**src/bscu_fifo.sv**
```systemverilog
// Small register queue with count, used between front and back and at the output.
// Depends on nothing.
module bscu_fifo #(
    parameter int WIDTH = 1,
    parameter int DEPTH = 2
) (
    input  logic             i_clk,
    input  logic             i_rst_n,
    input  logic             i_push,
    input  logic [WIDTH-1:0] i_data,
    output logic             o_full,
    input  logic             i_pop,
    output logic [WIDTH-1:0] o_data,
    output logic             o_empty
);
    localparam int PTR_W = (DEPTH > 1) ? $clog2(DEPTH) : 1;
    localparam int CNT_W = $clog2(DEPTH + 1);

    logic [WIDTH-1:0] r_mem [DEPTH];
    logic [PTR_W-1:0] r_wptr, r_rptr;
    logic [CNT_W-1:0] r_cnt;
    logic             w_push, w_pop;

    assign o_full  = (r_cnt == CNT_W'(DEPTH));
    assign o_empty = (r_cnt == '0);
    assign w_pop   = i_pop && !o_empty;
    assign w_push  = i_push && (!o_full || w_pop);
    assign o_data  = r_mem[r_rptr];

    always_ff @(posedge i_clk) begin
        if (!i_rst_n) begin
            r_wptr <= '0;
            r_rptr <= '0;
            r_cnt  <= '0;
        end else begin
            if (w_push) begin
                r_wptr <= (r_wptr == PTR_W'(DEPTH - 1)) ? '0 : r_wptr + 1'b1;
            end
            if (w_pop) begin
                r_rptr <= (r_rptr == PTR_W'(DEPTH - 1)) ? '0 : r_rptr + 1'b1;
            end
            case ({w_push, w_pop})
                2'b10:   r_cnt <= r_cnt + 1'b1;
                2'b01:   r_cnt <= r_cnt - 1'b1;
                default: r_cnt <= r_cnt;
            endcase
        end
    end

    always_ff @(posedge i_clk) begin
        if (w_push) begin
            r_mem[r_wptr] <= i_data;
        end
    end
endmodule

```
**config.mk**
```make
export PLATFORM = sky130hd
export DESIGN_NAME = bscu_fifo
export DESIGN_NICKNAME = d
export VERILOG_FILES = /design/src/bscu_fifo.sv
export SDC_FILE = /design/constraint.sdc
export NUM_CORES = 1
export LEC_CHECK = 0
export BUFFER_PORTS_ARGS = -buffer_cell sky130_fd_sc_hd__buf_2
export CAP_MARGIN = 30
export CORE_AREA = 2 2 39 41
export DETAILED_ROUTE_END_ITERATION = 8
export DIE_AREA = 0 0 41 43
export PLACE_DENSITY = 0.38
export SLEW_MARGIN = 20
export SYNTH_ARGS = -nofsm -noshare
export SYNTH_HDL_FRONTEND = slang
export SYNTH_SLANG_ARGS = --single-unit
```
**constraint.sdc**
```tcl
create_clock -name i_clk -period 3.6 [get_ports i_clk]
set_clock_uncertainty 0.15 [all_clocks]
set_input_delay 0.54 -clock i_clk [delete_from_list [all_inputs] [get_ports i_clk]]
set_output_delay 0.54 -clock i_clk [all_outputs]
set_load 0.005 [all_outputs]
```
# Word-level counts from Yosys, hierarchy flattened
# Memories as Yosys holds them, arrays and structs flattened. A register that Yosys moved wholly into a read port is not among the register bits.
# Index checks and enable logic that the tools add are counted.
[totals]
regBits = 4
mem_bits_rw = 2
mem_count = 1
[memory_table]
columns = ["memory", "depth", "width", "rd", "rd_clocked_by_memory_dff", "write_ports", "line", "text"]
rows = [
  ["r_mem", 2, 1, 1, 1, 1, "19", "logic [WIDTH-1:0] r_mem [DEPTH];"],
]
[op_classes]
addsub = 4
eq_ne = 3
muxes = 7
n_reduce_logical = 7
[ops]
columns = ["cell", "count"]
rows = [
  ["$mux W1", 6],
  ["$eq A2 B2 Y1 const B", 2],
  ["$pmux W2 S2", 1],
  ["$add A1 B1 Y1 const B", 2],
  ["$add A2 B1 Y2 const B", 1],
  ["$eq A2 B1 Y1 const B", 1],
  ["$logic_and A1 B1 Y1", 2],
  ["$logic_not A1 Y1", 2],
  ["$logic_not A2 Y1", 1],
  ["$reduce_bool A2 Y1", 1],
  ["$sub A2 B1 Y2 const B", 1],
  ["$logic_or A1 B1 Y1", 1],
]

# Depth between registers and ports, before layout
[logic_depth]
ltp_word = 7
ltp_mapped = 6
mapped_depth_nobuf = 6

# Worst setup path before layout
# Ideal clock, no wire load.
[synth_path]
path_type = "input to register"
startpoint = "input i_pop"
endpoint = "register r_cnt[1]"
setup_time_ns = 0.070
arrival_ns = 1.491
required_time_ns = 3.380
path_slack_ns = 1.889
cell_stages = 4
path_cell_list = "o21ai_2 ha_1 or3_1 a21boi_1"
[synth_via]
elab_chain_len = 5
elab_cells_between_ends = 7
cone_classes = "eq/ne: 2; mux: 1; reduce/logical: 4"
[synth_lines]
columns = ["element", "line", "text"]
rows = [
  ["from (decl)", "12", "input logic i_pop,"],
  ["$logic_and A1 B1 Y1 (*)", "26", "assign w_pop = i_pop && !o_empty;"],
  ["$logic_or A1 B1 Y1", "27", "assign w_push = i_push && (!o_full || w_pop);"],
  ["$logic_and A1 B1 Y1", "27", ""],
  ["$eq A2 B1 Y1 / $eq A2 B2 Y1 (equally long branches)", "42", "case ({w_push, w_pop})"],
  ["$pmux W2 S2 / $reduce_bool A2 Y1 (equally long branches)", "--", ""],
  ["to (signal assigned)", "43", "2'b10: r_cnt <= r_cnt + 1'b1;"],
  ["to (signal assigned)", "44", "2'b01: r_cnt <= r_cnt - 1'b1;"],
  ["to (signal assigned)", "45", "default: r_cnt <= r_cnt;"],
  ["to (decl)", "21", "logic [CNT_W-1:0] r_cnt;"],
]
# Mark *: on every way between the ends. The rest lies on a longest branch, timed or not.
# A chain may end at the register's enable or synchronous reset.

# Worst setup path after layout
[layout_path]
startpoint = "register r_cnt[0]"
endpoint = "register r_cnt[1]"
[layout_via]
elab_chain_len = 7
elab_cells_between_ends = 13
cone_classes = "add/sub: 2; eq/ne: 3; mux: 1; reduce/logical: 7"
[layout_lines]
columns = ["element", "line", "text"]
rows = [
  ["$logic_not A2 Y1", "25", "assign o_empty = (r_cnt == '0);"],
  ["$logic_not A1 Y1", "26", ""],
  ["$logic_and A1 B1 Y1", "26", ""],
  ["$logic_or A1 B1 Y1", "27", ""],
  ["$logic_and A1 B1 Y1", "27", ""],
  ["$eq A2 B1 Y1 / $eq A2 B2 Y1 (equally long branches)", "42", ""],
  ["$pmux W2 S2 / $reduce_bool A2 Y1 (equally long branches)", "--", ""],
]
# Several ways; a longest one is shown, not always the timed one.

==> results.md <==
- Tightest Hold Check Type: flop to flop
- CTS tree: yes
- First-pass GRT wire length: roughly 800 µm
- Layout cell share with drive strength beyond 1: 32.5%
- Number of synthesis warnings: 0
- Status: complete, no violations
- Slew HR: between 80% and 90%
- Grt met1 use: 7.52%
- Setup TNS: 0 ns
- Number of remaining DRC errors: 0
- Area Overhead vs Synth: 26.4%
- Final Slew Violations: 0
- Met2 Usage GRT: 10.3%
- Commonest non-fill, non-tap cells in the layout: buf_2 (7), dfxtp_1 (5), nor2_1 (3), xnor2_1 (3), clkbuf_4 (3)
- CP Max Fanout: 5
- Hold Slack: 0.328 ns
- Core Util, Final: ~28%
- Synth Instances: 29
- Met3 usage: ~6.3%
- Final Critical Period: 1.78 ns
- CP peak stage delay: between 0.3 and 0.4 ns
- Htree depth: 1
- Cts repair resizes: 0
- Core region area: between 1000 and 1500 µm²
- GPL Wtd Cong: 0.672
- Worst Tran Pin Value: 0.207 ns
- Top Ports: 8
- Initial antenna violation count: 0
- N_diodes: 0
- Via count: 221
- F_max: 0.561 GHz
- Largest family of logic cells by synthesized area: simple AND/OR/NAND/NOR gates
- Max Buffers Root-to-Sink: 2
- Fillers: about 150
- Via density: 3.95
- Clk pin slew, worst setup/hold paths: 0.05 ns
- Die area: 1760 µm²
- Reg-to-reg startpoint: r_cnt[0]$_SDFFE_PN0P_
- Num CTS Buffers: 3
- Routed WL per cell: 8.63 µm
- Largest net degree at the start of global routing: 7
- Post-Syn Area: 308 µm²
- Clock Root Buffer: clkbuf_4
- Skew-Pair Late Insertion Delay: 0.24 ns
- Largest delay share family, worst path: simple AND/OR/NAND/NOR gates
- Row Count: 14
- HP Start: r_wptr$_SDFFE_PN0P_
- Number of global-route vias before repair: 208
- Initial core utilization: 22.2%
- Avg Cell Area, Syn: between 10 and 15 µm²
- Global-route layer with the greatest usage: met2
- Buf/Inv on CP: 0
- CP Cell Sequence: nand2b_1 > o21ai_2 > ha_1 > or3_1 > a21boi_1
- Global route overflow: 0
- VDD IR max: 221 µV
- CP arrival: 1.80 ns
- Adder-cell area share of the yosys netlist: 4.07%
- Post-CTS setup buffers: 0
- Clk sinks: 7
- Critical Path Start Type: flop
- Pre-CTS WS: 1.70 ns
- Yosys cell types: 17
- Leak Pwr: 0.166 nW
- Die Y: ~43 µm
- All-Layer GR Usage: 7.47%
- Crit. End Element: flop
- Worst path slowest cell: or3_1
- Sequential-to-total area share from yosys stat: 52.0%
- Crit path from: r_cnt[0]$_SDFFE_PN0P_
- Net count, final: 47
- Post-DP HPWL: roughly 360 µm
- Post-synthesis mux area share: 6.91%
- # setup viols final: 0
- Crit path required time: ~3.6 ns
- #FFs+latches synth: 7
- Post-route setup slack: 1.82 ns
- Chip Width: 41 µm
- Initial DRC count: 11
- RSZ-0062 raised after global routing: no
- I/O Buffers: 7
- Post-Synth XOR/XNOR Area: 8.54%
- Final wirelength: 483 µm
- Tcrit/Tclk final: between 40% and 50%
- Post-CTS Hold Buffers: 0
- Kind of critical path: flop to flop
- DR pass1 iterations: 2
- Commonest non-fill, non-tap cell in the layout: buf_2
- Remaining antenna violation count: 0
- Post-Syn Nets: 35
- Cell Pwr Density: about 750 nW/µm²
- Post-synthesis simple-gate area fraction: 16.3%
- Post-synthesis compound-gate area fraction: 9.76%
- Number of max-cap violations: 0
- Final Hold Vio Count: 0
[cells in the mapped netlist (all sizes together)]
cell	n	share of area, %
nor2b	2	4.1
o21ai	2	4.5
nand2	2	2.4
ha	1	4.1
and2	1	2.0
dfxtp	5	33
nand2b	1	2.0
edfxtp	2	20
mux2	1	3.7
a21boi	1	2.4
nor2	3	3.7
mux2i	1	3.3
inv	2	2.4
o21a	1	2.8
or3	1	2.0
xnor2	3	8.5
[tightest hold or removal path, stage by stage (launching register included)]
cell and delay (ns):
dfxtp_1 0.31, nand2_1 0.05, mux2i_1 0.06
[worst paths after layout]
kind | to | slack, ns | depth (start not counted)
setup / recovery | r_cnt[1]$_SDFFE_PN0P_ | 1.82 | 5
hold / removal | r_wptr$_SDFFE_PN0P_ | 0.33 | 2
setup reg to reg | r_cnt[1]$_SDFFE_PN0P_ | 1.82 | 5
hold reg to reg | r_wptr$_SDFFE_PN0P_ | 0.33 | 2
[layout make-up]
type | count | area [µm²] | share of cell area (%)
Clock buffer | 4 | 26.3 | 6.75
Inverter | 2 | 7.51 | 1.93
Multi-Input combinational cell | 20 | 140 | 36.0
Sequential cell | 7 | 160 | 41.2
Tap cell | 16 | 20.0 | 5.14
Timing Repair Buffer | 7 | 35.0 | 9.00
[routing by layer]
metal	part of all wire, %	up-vias
li1	-	117
met1	46	101
met2	50	3
met3	3.9	0
met4	0	0
met5	0	-
[stage by stage]
stage | total power, mW | cell area [µm²] | std cells
2_1_floorplan | 0.195 | 308 | 29
3_3_place_gp | 0.221 | 363 | 52
3_5_place_dp | 0.224 | 363 | 52
4_1_cts | 0.297 | 389 | 56
5_1_grt | 0.319 | 389 | 56
6_report | 0.291 | 389 | 56
[kinds of logic after synthesis]
kind of cell	count (synthesis)
xor gates and xnor gates	3
and+or+nand+nor	10
AOI/OAI and AO/OA	4
muxes	2
adders and majority gates	1
buffers and inverters	2
DFF	7
[power by group]
| part | switching [mW] | internal, mW |
|---|---|---|
| combinational | 0.0437 | 0.0564 |
| sequential | 0.0178 | 0.105 |
| clock | 0.0258 | 0.0421 |
(Power assumes the default switching activity.)
