<file path="src/bscu_pkg.sv">
// Shared types, constants and helpers of the barometric compensation unit.
// No dependencies.
package bscu_pkg;

    localparam int DATA_W      = 32;
    localparam int DIV_W       = 32;
    localparam int CFG_IDX_W   = 2;
    localparam int CFG_DATA_W  = 64;
    localparam int QUEUE_DEPTH = 2;

    typedef enum logic [CFG_IDX_W-1:0] {
        CFG_CAL_A = 2'd0,
        CFG_CAL_B = 2'd1,
        CFG_CAL_C = 2'd2,
        CFG_OSS   = 2'd3
    } t_cfg_idx;

    localparam logic [31:0] C_B6_OFFSET = 32'd4000;
    localparam logic [31:0] C_P_X1      = 32'd3038;
    localparam logic [31:0] C_P_X2      = 32'hFFFF_E343;  // -7357
    localparam logic [31:0] C_P_ROUND   = 32'd3791;
    localparam logic [31:0] C_B7_SCALE  = 32'd50000;
    localparam logic [31:0] C_SIGN      = 32'h8000_0000;
    localparam logic [31:0] C_B4_BIAS   = 32'd32768;

    // Calibration coefficients extended to 32 bits, plus the 2-bit oversampling setting.
    typedef struct packed {
        logic [31:0] ac1;
        logic [31:0] ac2;
        logic [31:0] ac3;
        logic [31:0] ac4;
        logic [31:0] ac5;
        logic [31:0] ac6;
        logic [31:0] b1;
        logic [31:0] b2;
        logic [31:0] mc;
        logic [31:0] md;
        logic [1:0]  oss;
    } t_cal;

    typedef struct packed {
        logic [31:0] x1;
        logic [31:0] up;
    } t_front_item;

    typedef struct packed {
        logic [15:0] temp;
        logic [31:0] pres;
        logic        err;
    } t_result;

    function automatic logic [31:0] sx16(input logic [15:0] v);
        return {{16{v[15]}}, v};
    endfunction

endpackage

</file>
<file path="src/bscu_front.sv">
// Front stage: accepts raw words, forms uncompensated pressure and first temperature term.
// Depends on bscu_pkg.
module bscu_front (
    input  logic                  i_clk,
    input  logic                  i_rst_n,
    input  bscu_pkg::t_cal        i_cal,
    input  logic                  i_push,
    input  logic [15:0]           i_raw_temperature,
    input  logic [15:0]           i_raw_pressure_word,
    output logic                  o_full,
    input  logic                  i_take,
    output logic                  o_vld,
    output bscu_pkg::t_front_item o_item
);
    import bscu_pkg::*;

    logic        r_vld;
    t_front_item r_item;
    logic [31:0] w_prod;
    logic        w_acc;

    assign o_full = r_vld && !i_take;
    assign w_acc  = i_push && !o_full;
    assign w_prod = 32'((32'(i_raw_temperature) - i_cal.ac6) * i_cal.ac5);
    assign o_vld  = r_vld;
    assign o_item = r_item;

    always_ff @(posedge i_clk) begin
        if (!i_rst_n) begin
            r_vld <= 1'b0;
        end else if (w_acc) begin
            r_vld <= 1'b1;
        end else if (i_take) begin
            r_vld <= 1'b0;
        end
    end

    always_ff @(posedge i_clk) begin
        if (w_acc) begin
            r_item.x1 <= 32'($signed(w_prod) >>> 15);
            r_item.up <= 32'(i_raw_pressure_word) << i_cal.oss;
        end
    end
endmodule

</file>
<file path="config.mk">
export PLATFORM = sky130hd
export DESIGN_NAME = bscu_front
export DESIGN_NICKNAME = d
export VERILOG_FILES = /design/src/bscu_pkg.sv /design/src/bscu_front.sv
export SDC_FILE = /design/constraint.sdc
export NUM_CORES = 1
export LEC_CHECK = 0
export BUFFER_PORTS_ARGS = -buffer_cell sky130_fd_sc_hd__buf_2
export CAP_MARGIN = 5
export CELL_PAD_IN_SITES_DETAIL_PLACEMENT = 0
export CELL_PAD_IN_SITES_GLOBAL_PLACEMENT = 1
export CORE_ASPECT_RATIO = 0.9
export CORE_MARGIN = 2
export CORE_UTILIZATION = 43
export CTS_CLUSTER_DIAMETER = 50
export DETAILED_ROUTE_END_ITERATION = 7
export GPL_TIMING_DRIVEN = 0
export PLACE_DENSITY_LB_ADDON = 0.15
export SYNTH_ARGS = -nofsm -noshare
export SYNTH_HDL_FRONTEND = slang
export SYNTH_SLANG_ARGS = --single-unit
</file>
<file path="constraint.sdc">
create_clock -name i_clk -period 13 [get_ports i_clk]
set_input_delay 1.95 -clock i_clk [delete_from_list [all_inputs] [get_ports i_clk]]
set_output_delay 1.95 -clock i_clk [all_outputs]
set_load 0.05 [all_outputs]
</file>
## Word level (Yosys, flattened, before mapping)

Index checks and enable logic that the tools add are counted.

- Latch bits: 0
- Input bits: 358
- ROM bits: 0
- Bits in writable memories: 0
- Register bits: 50
- Memories kept: 0

- Bitwise operators: 0
- Add/subtract/negate cells: 1
- Mux-type cells: 2
- Divide/modulo/power cells: 0
- $lt $le $gt $ge: 0
- Shift operators: 1
- Equal/unequal tests: 0
- $mul: 1
- Reduce and logical (&&, ||, !) cells: 5

Operators by type and width:

| operator | number |
|---|---|
| 32-bit by 32-bit multiplier with 32-bit output | 1 |
| 16-bit by 2-bit left shift with 32-bit output | 1 |
| 16-bit by 32-bit subtractor with 32-bit output | 1 |
| 1-bit logical AND | 2 |
| 1-bit zero test | 2 |
| 1-bit two-way mux | 2 |
| 2-bit nonzero test | 1 |

## Logic depth before layout (Yosys ltp)

- Depth after elaboration: 5
- Mapped depth: 36
- Mapped depth without buffers: 35

## Worst setup path before layout

OpenSTA, ideal clock, no wires.

- Kind: in2reg
- Start point: in i_raw_temperature[0]
- End point: reg o_item[48] (netlist name)
- Arrival: 10.497 ns
- Data required time: 12.732 ns
- Path buffers: 1
- Path slack: 2.235 ns
- Cell stages on the path: 35
- Library setup time: 0.268 ns
- Cell sequence: inv_1 > ha_1 > fa_1 > nand2b_1 > a21oi_2 > nand3_1 > a311oi_2 > or2_4 > nand2_1 > xor2_1 > clkbuf_1 > nand2_1 > fa_1 > inv_1 > fa_1 > fa_1 > fa_1 > inv_1 > fa_1 > inv_1 > fa_1 > inv_1 > fa_1 > fa_1 > xnor2_1 > xnor2_1 > xnor2_1 > xnor2_1 > xnor2_1 > xnor3_1 > xor2_1 > xnor3_1 > xnor3_1 > xnor3_1 > xnor3_1

- Cells in the longest elaborated chain, start to end: 2

RTL lines:

| what | line | source |
|---|---|---|
| start, declared | bscu_front.sv:8 | `input logic [15:0] i_raw_temperature,` |
| 16-bit by 32-bit subtractor with 32-bit output | bscu_front.sv:24 | `assign w_prod = 32'((32'(i_raw_temperature) - i_cal.ac6) * i_cal.ac5);` |
| 32-bit by 32-bit multiplier with 32-bit output | bscu_front.sv:24 |  |
| net w_prod[31] | bscu_front.sv:19 | `logic [31:0] w_prod;` |

The timed path passes the listed nets, and every way through them passes these cells.
A chain may end at the register's enable or synchronous reset.

## Worst setup path after layout

- Start point: in i_raw_temperature[0]
- End point: reg o_item[48] (netlist name)

- Cells in the longest elaborated chain, start to end: 2

RTL lines:

| what | line |
|---|---|
| 16-bit by 32-bit subtractor with 32-bit output | bscu_front.sv:24 |
| 32-bit by 32-bit multiplier with 32-bit output | bscu_front.sv:24 |
| net w_prod[31] | bscu_front.sv:19 |

The timed path passes the listed nets, and every way through them passes these cells.

==> results.yml <==
outcome:
  run_status: "finished, final reports clean"
floorplan:
  fp.dieArea_um2: 44100
  pin_count: 424
  die-width_um: 221
  placementRows: 71
  die_h_um: 199
  core_area_um2: 41800
  initial_core_util_pct: 43.6
drt:
  detailedRoute.firstPassIterationCount: 5
  route.detailed.vias_per_inst: 5.06
  num_vias: 13451
  antenna_violating_nets_post_route: 0
  wire_per_inst_um: 21.9
  drc: 0
  drt-initial-drc-count: 830
  wl_mm: 58.3
clock_tree:
  tritoncts: "done"
  ctsHtreeMaxLevel: 2
  worst_skew_pair_later_pin_latency_ps: 310
  clock_sinks: 37
  tritoncts.num_buffers: 5
  clk_root_buffer_cell: "clkbuf_16"
  cts_buffer_depth: 2
  clk_pin_slew_worst_paths_ps: 60
  post_cts_buffers: 0
sta:
  finalCriticalPeriod_ps: 12500
  timing.final.hold_violations: 0
  timing.final.setup_violations: 0
  max-slew-margin-rel_pct: 16.2
  totalNegativeSetupSlack_ps: 0
  layout_worst_path_cycle_share_pct: 96.2
  final-max-slew-violation-count: 0
  worst-slew-pin-transition_ps: 1250
  clock-skew-final_ps: 4.54
  max_clock_freq_ghz: 0.0800
  grt_setup_unrepaired: "false"
yosys:
  ys_seq_area_share_pct: 6.03
  main_combinational_cell_family_by_area_after_synthesis: "adder cells"
  post_synth.cell_area_avg_um2: 9.41
  postSynthCellCount: 1940
  synth-compound-area-share_pct: 3.33
  number_of_flops_mapped_to_enable_cells_by_yosys: 36
  postSynth.asyncResetShare_pct: 0
  synth_flop_type: "edfxtp_1"
  yosysWarnings: 0
  syn-cell-area_um2: 18200
  post_synth_and_or_nand_nor_area_fraction_pct: 18.0
  synth_xor_area_share_pct: 5.38
  synth-adder-area-share_pct: 54.1
  synth_mux_area_share_pct: 1.71
  number_of_synthesized_register_bits: 37
  synth.distinct_cells: 61
worst_hold_path:
  hold_depth: 2
  worst_hold_startpoint: "o_vld$_SDFFE_PN0P_"
  class_of_the_tightest_hold_or_removal_check: "flip-flop to flip-flop"
  hold-path-endpoint: "o_vld$_SDFFE_PN0P_"
global_routing:
  grt_pass1_vias: 14574
  number_of_antenna_violations_at_the_first_check_in_global_routing: 1
  grt-ovfl-total: 0
  track_usage_pct: 27.6
  grt_pass1_wl_mm: 89.7
  grt_start_max_net_pins: 23
critical_path:
  crit-reg2reg-capture: "o_item[32]$_DFFE_PP_"
  reg2reg_setup_slack_ps: 11510
  cp_data_required_time_ps: 13020
  endpoint_kind: "flip-flop"
  startpoint_type: "input port"
  worst_ep_arrival_time_ps: 12520
  worst_path_most_repeated_cell: "fa_1"
  critical_path.max_stage_delay_ps: 930
  worst-setup-path-type: "input port to flip-flop"
  crit_path_top_delay_cell: "xor2_1"
  r2r-start: "o_vld$_SDFFE_PN0P_"
  ff2ff_path_depth: 3
  critPathMaxFanout: 10
placed_design:
  placement.io_buffers: 151
  dp_hpwl_mm: 48.6
  numPlacedInstances: 2652
  gp_routability_congestion: 0.945
cells_and_area:
  layout_common_cells: "411 x inv_1, 408 x fa_1, 243 x and2_1"
  layout.cells.most_common: "inv_1"
  fraction_of_final_layout_cells_with_drive_strength_greater_than_1_pct: 10.4
  nets_finish: 3014
  antennaDiodeCount: 0
  finalNonFillerCells: 2660
  area_growth_from_synthesis_to_layout_pct: 9.52
  fillerInstances: 4098
flow_run:
  drv.max_cap_violation_count: 0
Yosys cell counts, types with 2 or more instances:
cell type	instances	share of area, %
inv_1	411	8.5
fa_1	408	45
and2_1	243	8.3
nand2_1	226	4.6
ha_1	136	9.3
clkbuf_1	83	1.7
nor2b_1	59	2.0
xnor2_1	50	2.4
edfxtp_1	36	5.9
nand2b_1	35	1.2
nor2_1	29	0.60
buf_4	28	1.2
xor2_1	28	1.3
a21oi_1	27	0.74
o21ai_0	20	0.55
nand3_1	16	0.44
o21a_1	11	0.45
mux4_2	10	1.2
xnor3_1	10	1.2
mux2i_1	6	0.33
or3_1	6	0.21
a21o_1	5	0.21
a31oi_1	4	0.14
buf_2	4	0.11
nor3_1	3	0.082
o21bai_1	3	0.12
xnor2_2	3	0.27
a21oi_2	2	0.096
nand4_1	2	0.069
nor3b_1	2	0.082
o2111ai_1	2	0.096
o211ai_1	2	0.082
o311a_1	2	0.11
logic make-up (layout without fill, tap and decap cells):
kind of cell	after synthesis	in the layout
buf+inv	527	688
simple gates	629	629
fa+ha+maj	544	544
other cells	1	13
mux	18	18
compound gates	92	92
xor+xnor	92	92
flops	37	37
cell type report:
cell class | instances | area [um2] | share of cell area [%]
inverter | 411 | 1540 | 7.72
buffer | 116 | 546 | 2.73
timing repair buffer | 153 | 798 | 3.99
sequential | 37 | 1100 | 5.51
clock buffer | 5 | 125 | 0.626
multi-input combinational | 1388 | 15100 | 75.7
tap | 547 | 684 | 3.42
clock inverter | 3 | 68.8 | 0.344
worst max-delay path by stage:
stage | start | end
floorplan | i_raw_temperature[0] | o_item[48]$_DFFE_PP_
global placement | i_raw_temperature[0] | o_item[48]$_DFFE_PP_
detailed placement | i_raw_temperature[0] | o_item[48]$_DFFE_PP_
CTS | i_raw_temperature[0] | o_item[48]$_DFFE_PP_
global route | i_raw_temperature[0] | o_item[48]$_DFFE_PP_
finish | i_raw_temperature[0] | o_item[48]$_DFFE_PP_
routing by layer:
metal	GRT usage (%)	share of wire [%]	up-vias
met5	0	0	-
li1	-	-	6027
met4	9.94	4.0	0
met3	3.34	5.7	64
met1	37.9	44	6917
met2	45.6	46	443
through the flow:
| stage | hold WS, ps | area (um2) | util (%) | setup slack [ps] |
|---|---|---|---|---|
| global placement | 626 | 19700 | 47.2 | -407 |
| detailed placement | 695 | 19800 | 47.3 | -12.1 |
| CTS | 707 | 20000 | 47.8 | 325 |
| finish | 696 | 20000 | 47.8 | 498 |
| floorplan | 1130 | 18300 | - | 2240 |
| global route | 740 | 20000 | 47.8 | 17.1 |
repair_timing:
| item | CTS | global route |
|---|---|---|
| hold buffers | 0 | 0 |
| gates resized for setup | 0 | 1 |
| setup endpoints to repair | 0 | 1 |
critical path, delay by kind of cell:
family / cells / cell delay (ps)
fa+ha+maj: 10 / 4600
compound gates: 1 / 220
xor+xnor: 12 / 3980
buf+inv: 7 / 940
simple gates: 4 / 800
flip-flops by register name, indices dropped and copies added (netlist names):
| signal | count |
|---|---|
| o_item | 36 |
| o_vld | 1 |
Power is not shown: default switching activity piles up to over one toggle a cycle in this logic, so the estimate is an artifact.
